===== config.mk =====
export PLATFORM = sky130hd
export DESIGN_NAME = mono_note_priority_tracker_core
export DESIGN_NICKNAME = d
export VERILOG_FILES = /design/src/rtl/core/mnpt_pkg.sv /design/src/rtl/core/mnpt_ram.sv /design/src/rtl/core/mono_note_priority_tracker_core.sv
export SDC_FILE = /design/constraint.sdc
export NUM_CORES = 2
export LEC_CHECK = 0
export BUFFER_PORTS_ARGS = -buffer_cell sky130_fd_sc_hd__buf_4
export CAP_MARGIN = 20
export CORE_AREA = 2 2 347 349
export DETAILED_ROUTE_END_ITERATION = 10
export DIE_AREA = 0 0 349 351
export GPL_TIMING_DRIVEN = 1
export HOLD_SLACK_MARGIN = 0.06
export SYNTH_ARGS = -nofsm -noshare
export SYNTH_HDL_FRONTEND = slang
export SYNTH_SLANG_ARGS = --single-unit

===== constraint.sdc =====
create_clock -name i_clk -period 7.8 [get_ports i_clk]
set_input_delay 0 -clock i_clk [delete_from_list [all_inputs] [get_ports i_clk]]
set_output_delay 0 -clock i_clk [all_outputs]
set_load 0.05 [all_outputs]

===== src/rtl/core/mnpt_pkg.sv =====
// Package with the shared types and constants of the monophonic note priority tracker.
package mnpt_pkg;

    // Width of a MIDI note number and the low tracker's value when no note is held.
    localparam int NOTE_W = 7;
    localparam logic [NOTE_W-1:0] NOTE_TOP = 7'd127;

    // Width of the held count.
    localparam int COUNT_W = 8;

    // Event kinds.
    localparam logic CMD_NOTE_ON  = 1'b0;
    localparam logic CMD_NOTE_OFF = 1'b1;

    // Priority modes; the spare code behaves as last pressed.
    localparam logic [1:0] MODE_LOWEST  = 2'd0;
    localparam logic [1:0] MODE_HIGHEST = 2'd1;
    localparam logic [1:0] MODE_LAST    = 2'd2;
    localparam logic [1:0] MODE_SPARE   = 2'd3;

    // Configuration register indexes.
    localparam logic REG_PRIORITY_MODE = 1'b0;
    localparam logic REG_LEGATO_ENABLE = 1'b1;

    // Voice actions.
    typedef enum logic [1:0] {
        ACT_NONE    = 2'd0,
        ACT_TRIGGER = 2'd1,
        ACT_GLIDE   = 2'd2,
        ACT_RELEASE = 2'd3
    } t_action;

    // Sequencer states.
    typedef enum logic [2:0] {
        S_CLEAR,
        S_IDLE,
        S_LOOK,
        S_SCAN,
        S_DONE
    } t_state;

endpackage


===== src/rtl/core/mnpt_ram.sv =====
// Generic single-clock RAM with one write port and one registered read port.
module mnpt_ram #(
    parameter int WIDTH = 8,
    parameter int DEPTH = 128
) (
    input  logic                     i_clk,
    input  logic                     i_wr_en,
    input  logic [$clog2(DEPTH)-1:0] i_wr_addr,
    input  logic [WIDTH-1:0]         i_wr_data,
    input  logic [$clog2(DEPTH)-1:0] i_rd_addr,
    output logic [WIDTH-1:0]         o_rd_data
);

    logic [WIDTH-1:0] r_mem [DEPTH];
    logic [WIDTH-1:0] r_rd_data;

    // Write and registered read.
    always_ff @(posedge i_clk) begin
        if (i_wr_en) begin
            r_mem[i_wr_addr] <= i_wr_data;
        end
        r_rd_data <= r_mem[i_rd_addr];
    end

    assign o_rd_data = r_rd_data;

endmodule


===== src/rtl/core/mono_note_priority_tracker_core.sv =====
// Top level of the monophonic note priority tracker: sequencer, trackers and config port.
//
//  Channel   Direction  Handshake              Payload
//  input     in         i_in_valid/o_in_ready   i_command, i_note_number
//  result    out        o_out_valid/i_out_ready o_voice_action, o_target_note, o_held_count
//  config    in         APB psel/penable        paddr, pwdata, prdata, pready
//
// Each note entry holds its press order; a nonzero entry marks a held note.
// A note-on or a duplicate passes through S_LOOK and S_DONE before the result is registered;
// a note number at or above NOTE_COUNT skips the lookup and goes straight to S_DONE.
// Releasing a held note rescans the whole map through the RAM read port, one entry a cycle.
// After reset a clearing pass writes every entry to zero, during which no request is taken;
// configuration writes are taken in every sequencer state.
// A waiting result sits in the output register while the next request is taken; a stalled
// output holds the sequencer in its final state until the register frees.
module mono_note_priority_tracker_core #(
    parameter int NOTE_COUNT = 128
) (
    input  logic                       i_clk,
    input  logic                       i_rst_n,
    input  logic                       i_in_valid,
    output logic                       o_in_ready,
    input  logic                       i_command,
    input  logic [mnpt_pkg::NOTE_W-1:0] i_note_number,
    output logic                       o_out_valid,
    input  logic                       i_out_ready,
    output logic [1:0]                 o_voice_action,
    output logic [mnpt_pkg::NOTE_W-1:0] o_target_note,
    output logic [mnpt_pkg::COUNT_W-1:0] o_held_count,
    input  logic                       psel,
    input  logic                       penable,
    input  logic                       pwrite,
    input  logic [2:0]                 paddr,
    input  logic [31:0]                pwdata,
    output logic [31:0]                prdata,
    output logic                       pready
);

    import mnpt_pkg::*;

    localparam int AW = (NOTE_COUNT > 1) ? $clog2(NOTE_COUNT) : 1;
    localparam int CW = $clog2(NOTE_COUNT + 1);
    localparam logic [CW-1:0] ADDR_END = CW'(NOTE_COUNT);
    localparam logic [COUNT_W-1:0] NOTE_LIMIT = COUNT_W'(NOTE_COUNT);

    // Control and tracker state.
    t_state              r_state, n_state;
    logic [CW-1:0]       r_addr, n_addr;
    logic                r_sv, n_sv;
    logic                r_out_valid, n_out_valid;
    logic [COUNT_W-1:0]  r_total, n_total;
    logic [NOTE_W-1:0]   r_low, n_low;
    logic [NOTE_W-1:0]   r_high, n_high;
    logic [NOTE_W-1:0]   r_last, n_last;
    logic [1:0]          r_mode;
    logic                r_legato;

    // Request and scan working registers.
    logic                r_cmd, n_cmd;
    logic [NOTE_W-1:0]   r_note, n_note;
    t_action             r_act, n_act;
    logic [NOTE_W-1:0]   r_tgt, n_tgt;
    logic                r_post, n_post;
    logic [AW-1:0]       r_sidx, n_sidx;
    logic                r_found, n_found;
    logic [AW-1:0]       r_slow, n_slow;
    logic [AW-1:0]       r_shigh, n_shigh;
    logic [COUNT_W-1:0]  r_best, n_best;
    logic [AW-1:0]       r_slast, n_slast;
    logic                r_res_hi, n_res_hi;
    logic                r_res_last, n_res_last;
    t_action             r_out_act, n_out_act;
    logic [NOTE_W-1:0]   r_out_tgt, n_out_tgt;
    logic [COUNT_W-1:0]  r_out_cnt, n_out_cnt;

    // RAM ports.
    logic                wr_en;
    logic [AW-1:0]       wr_addr;
    logic [COUNT_W-1:0]  wr_data;
    logic [AW-1:0]       rd_addr;
    logic [COUNT_W-1:0]  rd_data;

    logic                cfg_wr;
    logic                out_free;
    logic                held;
    logic [COUNT_W-1:0]  total_inc;
    logic [NOTE_W-1:0]   prio_note;

    mnpt_ram #(
        .WIDTH (COUNT_W),
        .DEPTH (NOTE_COUNT)
    ) u_order_ram (
        .i_clk     (i_clk),
        .i_wr_en   (wr_en),
        .i_wr_addr (wr_addr),
        .i_wr_data (wr_data),
        .i_rd_addr (rd_addr),
        .o_rd_data (rd_data)
    );

    // Configuration port: writes complete in the access phase, reads are combinational.
    assign pready = 1'b1;
    assign cfg_wr = psel && penable && pwrite && pready;
    assign prdata = (paddr[2] == REG_LEGATO_ENABLE) ? {31'd0, r_legato} : {30'd0, r_mode};

    always_ff @(posedge i_clk) begin
        if (!i_rst_n) begin
            r_mode   <= MODE_LOWEST;
            r_legato <= 1'b0;
        end else if (cfg_wr) begin
            if (paddr[2] == REG_PRIORITY_MODE) begin
                r_mode <= pwdata[1:0];
            end else begin
                r_legato <= pwdata[0];
            end
        end
    end

    // Priority note from the current trackers.
    always_comb begin
        case (r_mode)
            MODE_LOWEST:  prio_note = r_low;
            MODE_HIGHEST: prio_note = r_high;
            default:      prio_note = r_last;
        endcase
    end

    assign o_in_ready = (r_state == S_IDLE);
    assign out_free   = !r_out_valid || i_out_ready;
    assign held       = (rd_data != '0);
    assign total_inc  = r_total + COUNT_W'(1);

    // Sequencer: next state, tracker updates and RAM control.
    always_comb begin
        n_state     = r_state;
        n_addr      = r_addr;
        n_sv        = 1'b0;
        n_out_valid = r_out_valid && !i_out_ready;
        n_total     = r_total;
        n_low       = r_low;
        n_high      = r_high;
        n_last      = r_last;
        n_cmd       = r_cmd;
        n_note      = r_note;
        n_act       = r_act;
        n_tgt       = r_tgt;
        n_post      = r_post;
        n_sidx      = r_sidx;
        n_found     = r_found;
        n_slow      = r_slow;
        n_shigh     = r_shigh;
        n_best      = r_best;
        n_slast     = r_slast;
        n_res_hi    = r_res_hi;
        n_res_last  = r_res_last;
        n_out_act   = r_out_act;
        n_out_tgt   = r_out_tgt;
        n_out_cnt   = r_out_cnt;
        wr_en       = 1'b0;
        wr_addr     = r_note[AW-1:0];
        wr_data     = '0;
        rd_addr     = r_addr[AW-1:0];

        unique case (r_state)
            // Zero every entry once after reset.
            S_CLEAR: begin
                wr_en   = 1'b1;
                wr_addr = r_addr[AW-1:0];
                n_addr  = r_addr + CW'(1);
                if (r_addr == ADDR_END - CW'(1)) begin
                    n_state = S_IDLE;
                end
            end

            // Take a request and look up its entry.
            S_IDLE: begin
                rd_addr = i_note_number[AW-1:0];
                if (i_in_valid) begin
                    n_cmd  = i_command;
                    n_note = i_note_number;
                    n_act  = ACT_NONE;
                    n_tgt  = '0;
                    n_post = 1'b0;
                    if ({1'b0, i_note_number} < NOTE_LIMIT) begin
                        n_state = S_LOOK;
                    end else begin
                        n_state = S_DONE;
                    end
                end
            end

            // The entry is on the read port: press, release or ignore.
            S_LOOK: begin
                n_state = S_DONE;
                if (r_cmd == CMD_NOTE_ON && !held) begin
                    wr_en   = 1'b1;
                    wr_data = total_inc;
                    n_total = total_inc;
                    if (r_note < r_low) begin
                        n_low = r_note;
                    end
                    if (r_note > r_high) begin
                        n_high = r_note;
                    end
                    n_last = r_note;
                    n_act  = (r_legato && total_inc > COUNT_W'(1)) ? ACT_GLIDE : ACT_TRIGGER;
                    n_tgt  = r_note;
                end else if (r_cmd == CMD_NOTE_OFF && held) begin
                    wr_en      = 1'b1;
                    n_total    = r_total - COUNT_W'(1);
                    n_post     = 1'b1;
                    n_res_hi   = (r_note == r_high);
                    n_res_last = (r_note == r_last);
                    n_addr     = '0;
                    n_found    = 1'b0;
                    n_slow     = '0;
                    n_shigh    = '0;
                    n_best     = '0;
                    n_slast    = '0;
                    n_state    = S_SCAN;
                end
            end

            // Walk the map in ascending order, one read issued and one entry checked a cycle.
            S_SCAN: begin
                if (r_sv) begin
                    if (held && !r_found) begin
                        n_found = 1'b1;
                        n_slow  = r_sidx;
                    end
                    if (held) begin
                        n_shigh = r_sidx;
                    end
                    if (rd_data > r_best) begin
                        n_best  = rd_data;
                        n_slast = r_sidx;
                    end
                end
                if (r_addr != ADDR_END) begin
                    n_addr = r_addr + CW'(1);
                    n_sv   = 1'b1;
                    n_sidx = r_addr[AW-1:0];
                end else if (!r_sv) begin
                    n_low = r_found ? NOTE_W'(r_slow) : NOTE_TOP;
                    if (r_res_hi) begin
                        n_high = r_found ? NOTE_W'(r_shigh) : '0;
                    end
                    if (r_res_last) begin
                        n_last = (r_best != '0) ? NOTE_W'(r_slast) : '0;
                    end
                    n_state = S_DONE;
                end
            end

            // Load the result once the output register is free.
            S_DONE: begin
                if (out_free) begin
                    n_out_valid = 1'b1;
                    n_out_cnt   = r_total;
                    if (r_post && r_total == '0) begin
                        n_out_act = ACT_RELEASE;
                        n_out_tgt = r_note;
                    end else if (r_post) begin
                        n_out_act = ACT_GLIDE;
                        n_out_tgt = prio_note;
                    end else begin
                        n_out_act = r_act;
                        n_out_tgt = r_tgt;
                    end
                    n_state = S_IDLE;
                end
            end

            default: begin
                n_state = S_IDLE;
            end
        endcase
    end

    // State register and trackers.
    always_ff @(posedge i_clk) begin
        if (!i_rst_n) begin
            r_state     <= S_CLEAR;
            r_addr      <= '0;
            r_sv        <= 1'b0;
            r_out_valid <= 1'b0;
            r_total     <= '0;
            r_low       <= NOTE_TOP;
            r_high      <= '0;
            r_last      <= '0;
        end else begin
            r_state     <= n_state;
            r_addr      <= n_addr;
            r_sv        <= n_sv;
            r_out_valid <= n_out_valid;
            r_total     <= n_total;
            r_low       <= n_low;
            r_high      <= n_high;
            r_last      <= n_last;
        end
    end

    // Request, scan and output payload registers.
    always_ff @(posedge i_clk) begin
        r_cmd      <= n_cmd;
        r_note     <= n_note;
        r_act      <= n_act;
        r_tgt      <= n_tgt;
        r_post     <= n_post;
        r_sidx     <= n_sidx;
        r_found    <= n_found;
        r_slow     <= n_slow;
        r_shigh    <= n_shigh;
        r_best     <= n_best;
        r_slast    <= n_slast;
        r_res_hi   <= n_res_hi;
        r_res_last <= n_res_last;
        r_out_act  <= n_out_act;
        r_out_tgt  <= n_out_tgt;
        r_out_cnt  <= n_out_cnt;
    end

    assign o_out_valid    = r_out_valid;
    assign o_voice_action = r_out_act;
    assign o_target_note  = r_out_tgt;
    assign o_held_count   = r_out_cnt;

endmodule

Yosys cells after proc, flatten, opt, wreduce, memory -nomap -nowiden
Memories as Yosys holds them, arrays and structs flattened. A register that Yosys moved wholly into a read port is not among the register bits.
Cells that the tools add are included.
{ "totals": {"register_bits": 119, "ram_bits": 1024, "input_bits": 50, "n_memories": 1} }
{ "mem_list": {"columns": ["memory", "words", "width", "read_ports", "rd_clocked_by_memory_dff", "wr", "line_no", "source"], "rows": [
  ["u_order_ram.r_mem", 128, 8, 1, 1, 1, "mnpt_ram.sv:14", "logic [WIDTH-1:0] r_mem [DEPTH];"]
]} }
{ "op_classes": {"add_sub_neg": 3, "n_lt_le_gt_ge": 4, "n_eq_ne": 26, "mux": 79, "n_bitwise": 3, "reduce_logical": 41} }
{ "op_table": {"columns": ["operator", "count"], "rows": [
  ["$mux W7", 29],
  ["$pmux W7 S2", 8],
  ["$mux W8", 9],
  ["$ne A2 B2 Y1 const B", 17],
  ["$reduce_and A5 Y1", 6],
  ["$pmux W8 S3", 1],
  ["$mux W3", 7],
  ["$add A8 B1 Y8 const B", 2],
  ["$pmux W8 S2", 1],
  ["$reduce_bool A8 Y1", 2],
  ["$mux W1", 15],
  ["$pmux W3 S5", 1],
  ["$eq A7 B7 Y1", 2],
  ["$reduce_and A2 Y1", 7],
  ["$eq A8 B7 Y1 const B", 1],
  ["$gt A8 B1 Y1 const B", 1],
  ["$gt A8 B8 Y1", 1],
  ["$logic_and A1 B1 Y1", 8],
  ["$logic_not A8 Y1", 1],
  ["$mux W2", 4],
  ["$ne A8 B8 Y1 const B", 1],
  ["$reduce_and A4 Y1", 2],
  ["$sub A8 B1 Y8 const B", 1],
  ["$gt A7 B7 Y1", 1],
  ["17 further kinds", 28]
]} }

Depth between registers and ports, before layout
{ "depth": {"depth_word": 7, "mapped_depth": 13, "depth_no_buf": 10} }

Cells and area by module
Synthesis repeated with hierarchy kept, for this count alone.
{ "unflattened": {"cells_unflattened": 2277, "hier_area_um2": 46271.9} }
{ "by_module_without_submodules": {"columns": ["mod", "n_inst", "cells_per_inst", "area_per_inst_um2"], "rows": [
  ["mnpt_ram", 1, 1635, 39665.5],
  ["mono_note_priority_tracker_core", 1, 642, 6606.3]
]} }

Worst setup path before layout
No wires, ideal clock.
{ "synth_path": {"path_type": "register to register", "start": "register u_order_ram.r_rd_data[4], in the netlist u_order_ram.o_rd_data[4] (read register of u_order_ram.r_mem)", "end": "memory u_order_ram.r_mem[0][5] (data pin)", "setup_ps": 796, "arrival_time_ps": 4312, "t_required_ps": 7004, "setup_slack_ps": 2692, "stages_incl_launch_ff": 8, "path_buffers": 1, "synth_period_minus_slack_ps": 5108, "cell_sequence": "dfxtp_1 -> nor4_1 -> nand2_1 -> inv_1 -> ha_1 -> clkbuf_1 -> nand2_1 -> nor2_1"} }
{ "synth_via": {"elab_chain_len": 5} }
{ "synth_rtl": {"columns": ["element", "line_no", "source"], "rows": [
  ["start: declaration", "mnpt_ram.sv:15", "logic [WIDTH-1:0] r_rd_data;"],
  ["$reduce_bool A8 Y1", "mono_note_priority_tracker_core.sv:130", "assign held = (rd_data != '0);"],
  ["$logic_not A1 Y1", "mono_note_priority_tracker_core.sv:195", "if (r_cmd == CMD_NOTE_ON && !held) begin"],
  ["$logic_and A1 B1 Y1", "mono_note_priority_tracker_core.sv:195", null],
  ["$mux W8", "mono_note_priority_tracker_core.sv:195", null],
  ["$mux W8", "mono_note_priority_tracker_core.sv:164", "unique case (r_state)"],
  ["named net u_order_ram.i_wr_data[5]", "mnpt_ram.sv:9", "input logic [WIDTH-1:0] i_wr_data,"],
  ["end: declaration", "mnpt_ram.sv:14", null]
]} }
The timed path passes the listed nets, and every way through them passes these cells.

Final worst setup path
{ "layout_path": {"start": "register r_state[0]", "end": "register u_order_ram.r_rd_data[7], in the netlist u_order_ram.o_rd_data[7] (read register of u_order_ram.r_mem)"} }
{ "layout_via": {"elab_chain_len": 2} }
{ "layout_rtl": {"columns": ["element", "line_no", "source"], "rows": [
  ["start: declaration", "mono_note_priority_tracker_core.sv:47", "t_state r_state, n_state;"],
  ["start signal: assignment", "mono_note_priority_tracker_core.sv:292", "r_state <= n_state;"],
  ["$eq A3 B1 Y1", "mono_note_priority_tracker_core.sv:164", null],
  ["$mux W7", "mono_note_priority_tracker_core.sv:164", null]
]} }
Every way passes these cells.
A chain may end at the register's enable or synchronous reset.

==> summary.md <==
| Metric | Value |
|---|---|
| Outcome | `complete, no violations` |
| Clock-pin slew on the worst setup and hold paths | `0.06 ns` |
| PortBufs | `38` |
| Post-Syn Area | `0.04726 mm^2` |
| Vias in the first global route | `28090` |
| First-pass GRT wire length | `184100 um` |
| PwrDens | `240.5 mW/mm^2` |
| First drt pass iteration count | `6` |
| Post-CTS sizing | `0` |
| Worst-case clock buffer depth | `3` |
| Commonest non-fill, non-tap cell in the layout | `edfxtp_1` |
| R2R Path End | `u_order_ram.o_rd_data[7]` |
| Final setup vio count | `0` |
| Top cell type's share of synthesized area | `0.6976` |
| Via/cell ratio | `5.479` |
| Crit end category | `register` |
| Routed length per instance | `23.00 um` |
| Post-synthesis sequential area ratio | `0.7201` |
| CTS tree | `yes` |
| GR Overflow Total | `0` |
| Ant diodes | `0` |
| Path type of the worst min-delay path | `in -> reg` |
| Pleak | `17.82 nW` |
| Clock latency on the worst-skew pair | `0.71 ns` |
| Final setup margin | `around 3.2 ns` |
| Row Count | `~130` |
| Commonest non-fill, non-tap cells in the layout | `edfxtp_1 (1098), nand2_1 (982), nand3_1 (370)` |
| CP startpoint | `r_state[0]` |
| Mapped Cells | `3752` |
| EDFF count, synth | `1098` |
| WHS Path Cells | `2` |
| Worst-case reg-to-reg path depth | `10` |
| H-tree depth reported by CTS | `3` |
| Synth warn | `0` |
| Main area contributors after synthesis | `edfxtp_1 (70%), nand2_1 (7.8%), nand3_1 (3.9%)` |
| Main synth FF type | `edfxtp_1` |
| Cells after DPL | `5180` |
| Slew @ Worst Pin | `1.206 ns` |
| Clk sink count | `1151` |
| Core area | `0.1190 mm^2` |
| Period utilization | `0.5905` |
| # IOs | `102` |
| GRT Total Usage | `0.2004` |
| Final core occ | `0.4440` |
| WS Path Type | `reg -> reg` |
| Antenna viol nets, final | `0` |
| TritonCTS Buffers | `111` |
| Fin cells | `5404` |
| Dpl hpwl | `around 75000 um` |
| Die Ht | `351 um` |
| Initial DRC Count | `3150` |
| Reg2reg setup slack | `3.19 ns` |
| Synth-to-layout area growth | `11.80%` |
| Critical-path maximum fanout | `112` |
| Largest net degree at the start of global routing | `roughly 150` |
| Dominant cell type by area after synthesis | `edfxtp_1` |
| Routed WL | `~120000 um` |
| MaxCap Viol Count | `0` |
| Initial antenna violation count | `1` |
| CP required | `8.43 ns` |
| Fin crit period | `4.606 ns` |
| Setup_tns | `0 ns` |
| Filler instances | `10560` |
| Crit path to | `u_order_ram.o_rd_data[7]` |
| Layout cell share with drive strength beyond 1 | `0.07884` |
| Maximum VDD drop | `174.3 uV` |
| Initial Utilization | `0.3971` |
| Slew Limit Headroom | `0.1755` |
| Final Hold Vio Count | `0` |
| Nets@finish | `3845` |
| Die ar. | `0.1225 mm^2` |
| Critical R2R Launch | `r_state[0]` |
| RSZ-0062 raised after global routing | `no` |
| Synth Area per Inst | `~13 um^2` |
| DR vias | `around 30000` |
| Post-synth ARST share | `0` |
| Place WS | `3.220 ns` |
| Die Width | `349 um` |
| Clk_skew | `0.03390 ns` |
| HP Start | `i_note_number[3]` |
| Post-CTS Hold Buffers | `18` |
| Worst Path Arrival | `about 5.2 ns` |
| Max Transition Viols Final | `0` |
| Yosys cell types | `67` |
| Clock Tree Root | `clkbuf_16` |
| Gpl congestion | `0.8484` |
| Startpoint Class | `register` |
| Setup bufs post-CTS | `0` |
| Yosys reg bits | `1151` |
| Peak Freq | `0.2171 GHz` |
| DRC | `0` |
==> per-layer routing <==
layer,global-route usage,routed length [um],part of all wire,vias to the layer above
met2,0.3237,59020,0.47,1067
met4,0.06888,3709,0.030,2
met1,0.2775,52680,0.42,14730
met5,0,13,0.00010,-
li1,-,-,-,13620
met3,0.02956,8893,0.072,191
==> critical path, cell delays in order, from the launching register on <==
cell	delay (ns)
dfxtp_1	0.48
nor3b_4	0.28
buf_4	0.38
mux2_8	0.78
buf_4	0.67
nand2_1	0.12
nand3_1	0.10
nand2_1	0.07
a2111oi_0	1.05
and3_1	0.36
and4_1	0.19
==> where the power goes <==
part | switching [W] | internal, W | leakage [nW] | total, W
clock network | 0.00229 | 0.00303 | 1.75 | 0.00532
registers | 0.0000173 | 0.00669 | 9.67 | 0.00671
logic | 0.000491 | 0.000183 | 6.41 | 0.000675
total | 0.00280 | 0.00991 | 17.8 | 0.0127
==> area by class of cell <==
cell class              instances  area (um^2)  share of cell area
repair buffers                114        968.4             0.01833
multi-input cells            2350        12180              0.2304
inverters                      38        142.6            0.002699
clock buffers                 143         2950             0.05584
clock inverters                60        631.9             0.01196
flip-flops and latches       1151        34030              0.6441
well taps                    1548         1937             0.03666
==> worst min path at each step <==
stage	to
detailed placement	r_cmd
CTS	r_note[3]
global placement	r_cmd
finish	r_note[3]
floorplan	r_cmd
global route	r_note[3]
==> logic make-up after synthesis <==
| group | Yosys count | share of synthesized area |
|---|---|---|
| adder cells (fa/ha/maj) | 29 | 0.007677 |
| AND/OR/NAND/NOR | 1797 | 0.1645 |
| other | 2 | 0.0001589 |
| flip-flops | 1151 | 0.7201 |
| AO/OA/AOI/OAI | 380 | 0.05030 |
| XOR/XNOR | 21 | 0.003891 |
| buffers and inverters | 280 | 0.02740 |
| multiplexers | 92 | 0.02600 |
==> Yosys cell counts (all sizes together), types with 4 or more instances <==
cell type / n
o31ai: 4
mux4: 23
o211ai: 14
nor2b: 8
or2: 4
inv: 37
nor3: 27
a2111oi: 5
nand4: 22
or3: 6
a311oi: 7
edfxtp: 1098
a41o: 5
o22ai: 26
and3: 66
nand2: 982
mux2i: 62
o21ai: 31
a21oi: 144
a211oi: 28
xor2: 10
nand3b: 15
a32oi: 11
xnor2: 11
nand2b: 10
and2: 18
nand3: 372
o21a: 5
a22oi: 19
a31oi: 61
mux2: 7
nor2: 230
buf: 153
nor4: 26
ha: 29
clkbuf: 89
and4: 4
a21o: 5
dfxtp: 53
==> state kept, by name, indices dropped and copies added, names as in the netlist, 8 cells and up <==
name	count
o_held_count	8
r_addr	8
r_best	8
r_total	8
u_order_ram.o_rd_data	8
u_order_ram.r_mem	1024
==> metrics by stage <==
stage / instance area, um^2 / total power [W] / hold slack [ns]
CTS: 52790 / 0.01277 / 0.07741
finish: 52840 / 0.01271 / 0.1137
floorplan: 47370 / 0.007293 / 0.09887
global route: 52840 / 0.01306 / 0.1260
global placement: 49020 / 0.007495 / 0.1874
detailed placement: 49020 / 0.007502 / 0.1819
(Power assumes the default switching activity.)
